`config.mk`:
```
export PLATFORM = sky130hd
export DESIGN_NAME = wildcard_match_stream_unit
export DESIGN_NICKNAME = d
export VERILOG_FILES = /design/src/rtl/wms_pkg.sv /design/src/rtl/wms_pattern_store.sv /design/src/rtl/wms_row_scan.sv /design/src/rtl/wildcard_match_stream_unit.sv
export VERILOG_INCLUDE_DIRS = /design/src /design/src/rtl
export SDC_FILE = /design/constraint.sdc
export NUM_CORES = 2
export LEC_CHECK = 0
export BUFFER_PORTS_ARGS = -buffer_cell sky130_fd_sc_hd__buf_2
export CORE_ASPECT_RATIO = 0.9
export CORE_MARGIN = 2
export CORE_UTILIZATION = 45
export CTS_CLUSTER_SIZE = 14
export DETAILED_ROUTE_END_ITERATION = 6
export PLACE_DENSITY = 0.65
export SETUP_SLACK_MARGIN = 0.1
export SYNTH_ARGS = -nofsm -noshare
export SYNTH_HDL_FRONTEND = slang
export SYNTH_SLANG_ARGS = --single-unit
```
`constraint.sdc`:
```
create_clock -name clk -period 5.1 [get_ports clk]
set_input_delay 0.51 -clock clk [delete_from_list [all_inputs] [get_ports clk]]
set_output_delay 0.51 -clock clk [all_outputs]
set_load 0.005 [all_outputs]
```
`src/rtl/assert_macros.svh`:
```
// ----------------------------------------------------------------------------
// assert_macros
// Assertion helpers shared by the RTL files.
// ----------------------------------------------------------------------------
`ifndef ASSERT_MACROS_SVH
`define ASSERT_MACROS_SVH

// Check that an expression holds at every clock edge out of reset.
`define ASSERT_HOLDS(lbl, clk, rst, expr, msg) \
  lbl: assert property (@(posedge clk) disable iff (rst) (expr)) else $error(msg);

// Check that a condition implies a consequence in the same cycle.
`define ASSERT_IMPLIES(lbl, clk, rst, ante, cons, msg) \
  lbl: assert property (@(posedge clk) disable iff (rst) (ante) |-> (cons)) \
    else $error(msg);

// Check that a condition implies a consequence in the next cycle.
`define ASSERT_NEXT(lbl, clk, rst, ante, cons, msg) \
  lbl: assert property (@(posedge clk) disable iff (rst) (ante) |=> (cons)) \
    else $error(msg);

`endif

```
`src/rtl/wms_pkg.sv`:
```
// ----------------------------------------------------------------------------
// wms_pkg
// Shared types and constants of the wildcard match stream unit.
// ----------------------------------------------------------------------------
package wms_pkg;

  localparam int PAT_LEN_DEF = 64;
  localparam int SYM_W       = 8;

  localparam logic [SYM_W-1:0] SYM_STAR = 8'h2A;  // any run of bytes
  localparam logic [SYM_W-1:0] SYM_ANY  = 8'h3F;  // any single byte

  typedef enum logic [1:0] {
    CMD_CLEAR  = 2'd0,
    CMD_APPEND = 2'd1,
    CMD_TEXT   = 2'd2,
    CMD_END    = 2'd3
  } cmd_t;

  // Request from the command stage to the pattern store
  typedef struct packed {
    logic             clear;
    logic             append;
    logic [SYM_W-1:0] symbol;
  } store_op_t;

endpackage

```
`src/rtl/wms_pattern_store.sv`:
```
// ----------------------------------------------------------------------------
// wms_pattern_store
// Pattern bytes, fill count, empty-text row and overflow flag.
// ----------------------------------------------------------------------------
`include "assert_macros.svh"

module wms_pattern_store import wms_pkg::*; #(
  parameter  int PAT_LEN = PAT_LEN_DEF,
  localparam int CW      = $clog2(PAT_LEN + 1),
  localparam int IW      = (PAT_LEN > 1) ? $clog2(PAT_LEN) : 1
) (
  input  logic                            clk,
  input  logic                            rst,
  input  store_op_t                       op,
  output logic [PAT_LEN-1:0][SYM_W-1:0]   pattern,
  output logic [CW-1:0]                   count,
  output logic [PAT_LEN:0]                empty_row,
  output logic [PAT_LEN:0]                empty_row_next,
  output logic                            stored,
  output logic                            overflow
);

  logic          has_room;
  logic          sym_star;
  logic [CW-1:0] count_next;
  logic          overflow_next;

  assign has_room = (count < CW'(PAT_LEN));
  assign sym_star = (op.symbol == SYM_STAR);
  assign stored   = op.append & has_room;

  // Next state: clear, extend the empty-text row by one pattern position, or flag overflow
  always_comb begin
    empty_row_next = empty_row;
    count_next     = count;
    overflow_next  = overflow;
    if (op.clear) begin
      empty_row_next = {{PAT_LEN{1'b0}}, 1'b1};
      count_next     = '0;
      overflow_next  = 1'b0;
    end else if (stored) begin
      empty_row_next[count + CW'(1)] = empty_row[count] & sym_star;
      count_next = count + CW'(1);
    end else if (op.append) begin
      overflow_next = 1'b1;
    end
  end

  // Control state
  always_ff @(posedge clk) begin
    if (rst) begin
      empty_row <= {{PAT_LEN{1'b0}}, 1'b1};
      count     <= '0;
      overflow  <= 1'b0;
    end else begin
      empty_row <= empty_row_next;
      count     <= count_next;
      overflow  <= overflow_next;
    end
  end

  // Pattern bytes, written at the fill count
  always_ff @(posedge clk) begin
    if (stored) begin
      pattern[count[IW-1:0]] <= op.symbol;
    end
  end

  `ASSERT_IMPLIES(a_ovf_only_when_full, clk, rst, overflow, count == CW'(PAT_LEN),
    "overflow flagged while pattern store not full")
  `ASSERT_HOLDS(a_empty_row_clear_above, clk, rst, ((empty_row >> count) >> 1) == '0,
    "empty-text row set above fill count")

endmodule

```
`src/rtl/wms_row_scan.sv`:
```
// ----------------------------------------------------------------------------
// wms_row_scan
// Next match row for one text byte: per-lane terms and a prefix OR scan.
// ----------------------------------------------------------------------------
module wms_row_scan import wms_pkg::*; #(
  parameter  int PAT_LEN = PAT_LEN_DEF,
  localparam int CW      = $clog2(PAT_LEN + 1),
  localparam int LVL     = $clog2(PAT_LEN + 1)
) (
  input  logic [PAT_LEN:0]                row,
  input  logic [PAT_LEN-1:0][SYM_W-1:0]   pattern,
  input  logic [CW-1:0]                   count,
  input  logic [SYM_W-1:0]                symbol,
  output logic [PAT_LEN:0]                row_next
);

  logic                       c_star;
  logic                       c_any;
  logic [PAT_LEN:0]           gen;
  logic [PAT_LEN:0]           prop;
  logic [LVL:0][PAT_LEN:0]    gs;
  logic [LVL:0][PAT_LEN:0]    ps;

  assign c_star = (symbol == SYM_STAR);
  assign c_any  = (symbol == SYM_ANY);

  // Per-lane generate and propagate terms; lanes above the count stay clear
  always_comb begin
    logic lane_on;
    logic star;
    logic one;
    gen[0]  = row[0] & c_star;
    prop[0] = 1'b0;
    for (int j = 1; j <= PAT_LEN; j++) begin
      lane_on = (CW'(j) <= count);
      star    = c_star | (pattern[j-1] == SYM_STAR);
      one     = c_any | (pattern[j-1] == SYM_ANY) | (pattern[j-1] == symbol);
      gen[j]  = lane_on & (star ? row[j] : (one & row[j-1]));
      prop[j] = lane_on & star;
    end
  end

  // Prefix scan: a star lane takes the new value of its left neighbour
  always_comb begin
    gs[0] = gen;
    ps[0] = prop;
    for (int k = 0; k < LVL; k++) begin
      for (int j = 0; j <= PAT_LEN; j++) begin
        if (j >= (1 << k)) begin
          gs[k+1][j] = gs[k][j] | (ps[k][j] & gs[k][j - (1 << k)]);
          ps[k+1][j] = ps[k][j] & ps[k][j - (1 << k)];
        end else begin
          gs[k+1][j] = gs[k][j];
          ps[k+1][j] = ps[k][j];
        end
      end
    end
  end

  assign row_next = gs[LVL];

endmodule

```
`src/rtl/wildcard_match_stream_unit.sv`:
```
// ----------------------------------------------------------------------------
// wildcard_match_stream_unit
// Streaming wildcard matcher: loads a pattern, matches a text byte per beat.
// ----------------------------------------------------------------------------
// Channel | Dir | tdata                         | tuser
// s_*     | in  | [7:0] symbol                  | [1:0] cmd (clear/append/text/end)
// m_*     | out | [0] matched, [1] overflowed   | -
//
// One beat per cycle is accepted unless an end-of-text beat stalls; each beat
// is registered, then applied to the match row by a single combinational
// pass (per-lane compare plus a log2(PAT_LEN+1)-level prefix OR). The verdict
// of an end beat passes the input and result registers to m_*; only end
// beats wait for a full result register, others go on under output stall.
// Reset is synchronous and needs no clearing pass; pattern bytes are unreset.
// ----------------------------------------------------------------------------
`include "assert_macros.svh"

module wildcard_match_stream_unit import wms_pkg::*; #(
  parameter  int PAT_LEN = PAT_LEN_DEF,
  localparam int CW      = $clog2(PAT_LEN + 1)
) (
  input  logic       clk,
  input  logic       rst,
  input  logic       s_tvalid,
  output logic       s_tready,
  input  logic [7:0] s_tdata,   // [7:0] symbol
  input  logic [1:0] s_tuser,   // [1:0] cmd
  output logic       m_tvalid,
  input  logic       m_tready,
  output logic [7:0] m_tdata    // [0] matched, [1] overflowed, [7:2] zero
);

  logic                          in_valid;
  cmd_t                          in_cmd;
  logic [SYM_W-1:0]              in_sym;
  logic                          out_free;
  logic                          fire;
  logic                          end_fire;
  store_op_t                     op;
  logic [PAT_LEN-1:0][SYM_W-1:0] pattern;
  logic [CW-1:0]                 count;
  logic [PAT_LEN:0]              empty_row;
  logic [PAT_LEN:0]              empty_row_next;
  logic                          stored;
  logic                          overflow;
  logic [PAT_LEN:0]              match_row;
  logic [PAT_LEN:0]              match_row_next;
  logic [PAT_LEN:0]              scan_row;
  logic                          matched;
  logic                          overflowed;

  // Handshake: advance the input register whenever its beat is applied
  assign out_free = ~m_tvalid | m_tready;
  assign fire     = in_valid & ((in_cmd != CMD_END) | out_free);
  assign end_fire = fire & (in_cmd == CMD_END);
  assign s_tready = ~in_valid | fire;

  always_ff @(posedge clk) begin
    if (rst) begin
      in_valid <= 1'b0;
    end else if (s_tvalid && s_tready) begin
      in_valid <= 1'b1;
    end else if (fire) begin
      in_valid <= 1'b0;
    end
  end

  // Input payload
  always_ff @(posedge clk) begin
    if (s_tvalid && s_tready) begin
      in_cmd <= cmd_t'(s_tuser);
      in_sym <= s_tdata;
    end
  end

  // Pattern side
  assign op.clear  = fire & (in_cmd == CMD_CLEAR);
  assign op.append = fire & (in_cmd == CMD_APPEND);
  assign op.symbol = in_sym;

  wms_pattern_store #(.PAT_LEN(PAT_LEN)) u_store (
    .clk            (clk),
    .rst            (rst),
    .op             (op),
    .pattern        (pattern),
    .count          (count),
    .empty_row      (empty_row),
    .empty_row_next (empty_row_next),
    .stored         (stored),
    .overflow       (overflow)
  );

  wms_row_scan #(.PAT_LEN(PAT_LEN)) u_scan (
    .row      (match_row),
    .pattern  (pattern),
    .count    (count),
    .symbol   (in_sym),
    .row_next (scan_row)
  );

  // Select the next match row by command
  always_comb begin
    match_row_next = match_row;
    if (fire) begin
      case (in_cmd)
        CMD_CLEAR:  match_row_next = {{PAT_LEN{1'b0}}, 1'b1};
        CMD_APPEND: if (stored) begin
                      match_row_next = empty_row_next;
                    end
        CMD_TEXT:   match_row_next = scan_row;
        CMD_END:    match_row_next = empty_row;
        default:    match_row_next = match_row;
      endcase
    end
  end

  always_ff @(posedge clk) begin
    if (rst) begin
      match_row <= {{PAT_LEN{1'b0}}, 1'b1};
    end else begin
      match_row <= match_row_next;
    end
  end

  // Result register: hold until taken
  always_ff @(posedge clk) begin
    if (rst) begin
      m_tvalid <= 1'b0;
    end else if (end_fire) begin
      m_tvalid <= 1'b1;
    end else if (m_tready) begin
      m_tvalid <= 1'b0;
    end
  end

  always_ff @(posedge clk) begin
    if (end_fire) begin
      matched    <= match_row[count];
      overflowed <= overflow;
    end
  end

  assign m_tdata = {6'b0, overflowed, matched};

  `ASSERT_HOLDS(a_row_clear_above, clk, rst, ((match_row >> count) >> 1) == '0,
    "match row set above fill count")
  `ASSERT_NEXT(a_end_restores_row, clk, rst, end_fire, match_row == empty_row,
    "end of text did not restore the empty-text row")

endmodule

```
==> reports/qor.yml <==
ctsLongestPathBuffers: 3
cts_tree: "yes"
critical_path_class: "flop to flop"
fin_ws_ns: 0.426
io_pins: 24
synth.distinct_cells: 109
arrival_ns: 5.24
cpPeakStageDelay_ns: 0.68
antenna_found_initial: 9
cp_slowest_cell: "and4_1"
swShare_pct: 22.5
status: "complete, but fails checks"
dpl-instance-area_sq_mm: 0.0400
cp_cell_sequence: "nor3_4 -> and4_1 -> buf_4 -> nor2_1 -> nor2_2 -> nand4_1 -> a2111oi_2 -> a21oi_1 -> nor4_1 -> a21oi_1 -> nor4_1 -> a22oi_1 -> o21ai_0"
violations: "design-rule violations, max-capacitance violations"
syn-mean-instance-area_sq_um: 10.2
worst_slew_pin_slew_ns: 1.48
comb_power_share_pct: 5.1
startpoint_type: "flop"
worst-path-max-fanout: 8
synth_area_leaders: "edfxtp_1 41%, xor2_1 7.3%, dfxtp_1 7.3%, xnor2_1 4.5%, a21oi_1 3.2%"
p_int_w: 0.00901
slew_viol_final: 0
via_per_inst: 6.41
grt_max_degree: 93
synth_edf_count: 524
drive_above_1_share_pct: 9.63
synth_commonest_cells: "524 x edfxtp_1, 322 x xor2_1, 250 x nand2_1"
grt_pass1_wl_microns: 200000
p_sw_w: 0.00262
crit_family: "simple AND/OR/NAND/NOR gates"
cp_data_required_time_ns: 5.67
ys.warnings.count: 0
cts_setup_buffers: 0
p_clk_share_pct: 44.4
multi_input_area_sq_mm: 0.0186
ant_nets: 0
rsz0062_at_grt: "no"
synth.most_common_cell: "edfxtp_1"
drt_drc_violations_left: 18
clkSlewWorstSetupHoldPaths_ns: 0.06
place_worst_setup_slack_ns: 0.647
track_usage_pct: 30.6
vias: 31812
syn_area_sq_mm: 0.0384
htree_levels: 3
die_area_sq_mm: 0.0878
rows: 101
clock_latency_ns: 0.65
path_buf_inv: 1
irDropWorstVdd_mv: 0.279
first_pass_iters: 7
regArea_sq_mm: 0.0185
synth_top_cell_area_share_pct: 40.9
maxCapViolCount: 1
cts-buffers-inserted: 75
final_hold_viol_count: 0
p_leak_nw: 13.4
portBuffers: 17
nets: 3800
die_x_microns: 312
synth_flop_cell: "edfxtp_1"
coreArea_sq_mm: 0.0845
start_util_pct: 45.5
power.density_mw_per_mm2: 275
endpoint_kind: "flop"
period_share_pct: 91.6
hpwl_microns: 97600
place_congestion: 1.11
ctsResizeCount: 0
cts_hold_buffers: 0
hp-class: "input pin to flop"
wl_microns: 137000
yosysSeqAreaShare_pct: 48.2
seqPwrFrac_pct: 50.5
synth-seq-cells: 664
fin_crit_ns: 4.67
setup_viol: 0
synth_async_sr_flop_share_pct: 0
clkSinkCount: 664
overflow: 0
grt_pass1_vias: 29233
stdcell_area_sq_mm: 0.0423
drt-wirelength-per-cell_microns: 27.6
area_delta_synth_final_pct: 9.95
final_cells: 4965
die_height_microns: 281
p_total_w: 0.0116
place_inst: 4838
yosysTopAreaCell: "edfxtp_1"
setup_tns_ns: 0
clock-skew-final_ns: 0.0270
synthCells: 3758
slew_headroom_pct: 0.790
root_buffer: "clkbuf_16"
drt_iter0_drc: 4692
fmax_mhz: 214
num-fill-cells: 7632
through the flow:
stage,hold slack (ns),util (%)
finish,0.0775,50.0
global route,0.0547,50.0
CTS,0.0470,50.0
detailed placement,0.492,47.3
global placement,0.495,47.3
floorplan,0.409,-
path summary, 6_finish.rpt:
path,from,end,slack (ns),cells after the start
setup / recovery,in_sym[2]$_DFFE_PP_,match_row[47]$_SDFFE_PP0P_,0.43,13
hold reg to reg,u_store.empty_row[13]$_SDFF_PP0_,u_store.empty_row[13]$_SDFF_PP0_,0.51,2
hold / removal,s_tuser[0],in_cmd[0]$_DFFE_PP_,0.08,1
setup reg to reg,in_sym[2]$_DFFE_PP_,match_row[47]$_SDFFE_PP0P_,0.43,13
area by class of cell:
class / count / area share, %
diodes: 1 / 0.00592
repair buffers: 154 / 3.11
clock buffers: 94 / 4.76
well taps: 1133 / 3.35
multi-input cells: 2846 / 43.9
flip-flops and latches: 664 / 43.9
inverters: 41 / 0.364
clock inverters: 32 / 0.660
layout by cell type (no fill, tap or decap), types with 42 or more instances in the layout:
cell type and n:
or3_1 74, nor2_1 245, and2_1 87, and3_1 45, a21o_1 42, o21ai_0 171
nand3_1 191, or4_1 44, edfxtp_1 524, dfxtp_1 137, buf_4 121, a21oi_1 244
nor3_1 84, clkbuf_16 77, nand2_1 250, xor2_1 322, nand4_1 84, nor4_1 114
xnor2_1 197
cell families after synthesis:
kind of cell    Yosys count  synth area share (%)
compound gates          941                  16.7
xor+xnor                519                  11.8
fa+ha+maj                 5                 0.156
buf+inv                 253                  3.66
flops                   664                  48.2
mux                      45                  1.39
other cells               1               0.00975
simple gates           1330                  18.0
power groups by stage:
stage               Sequential, W  Combinational (W)  Clock (W)
floorplan                 0.00600           0.000385          0
global placement          0.00598           0.000579          0
detailed placement        0.00598           0.000585          0
CTS                       0.00587           0.000588    0.00524
global route              0.00587           0.000630    0.00544
finish                    0.00587           0.000588    0.00517
registers in the layout, summed over array words and instances (netlist names):
register	count
in_cmd	2
u_store.empty_row	65
u_store.count	7
in_valid	1
overflowed	1
m_tvalid	1
matched	1
match_row	65
u_store.overflow	1
in_sym	8
u_store.pattern	512
worst reg2reg max path: stages, from the launching register on:
cell	delay, ns
edfxtp_1	0.54
nor3_4	0.31
and4_1	0.68
buf_4	0.26
nor2_1	0.08
nor2_2	0.24
nand4_1	0.27
a2111oi_2	0.44
a21oi_1	0.19
nor4_1	0.36
a21oi_1	0.13
nor4_1	0.64
a22oi_1	0.27
o21ai_0	0.20
routing by layer:
| metal | vias to the layer above | share of wire [%] | track usage [%] |
|---|---|---|---|
| li1 | 14245 | - | - |
| met2 | 1792 | 40 | 42.1 |
| met3 | 305 | 11 | 7.63 |
| met1 | 15466 | 45 | 45.6 |
| met4 | 4 | 4.4 | 12.4 |
| met5 | - | 0.017 | 0 |
(Power assumes the default switching activity.)
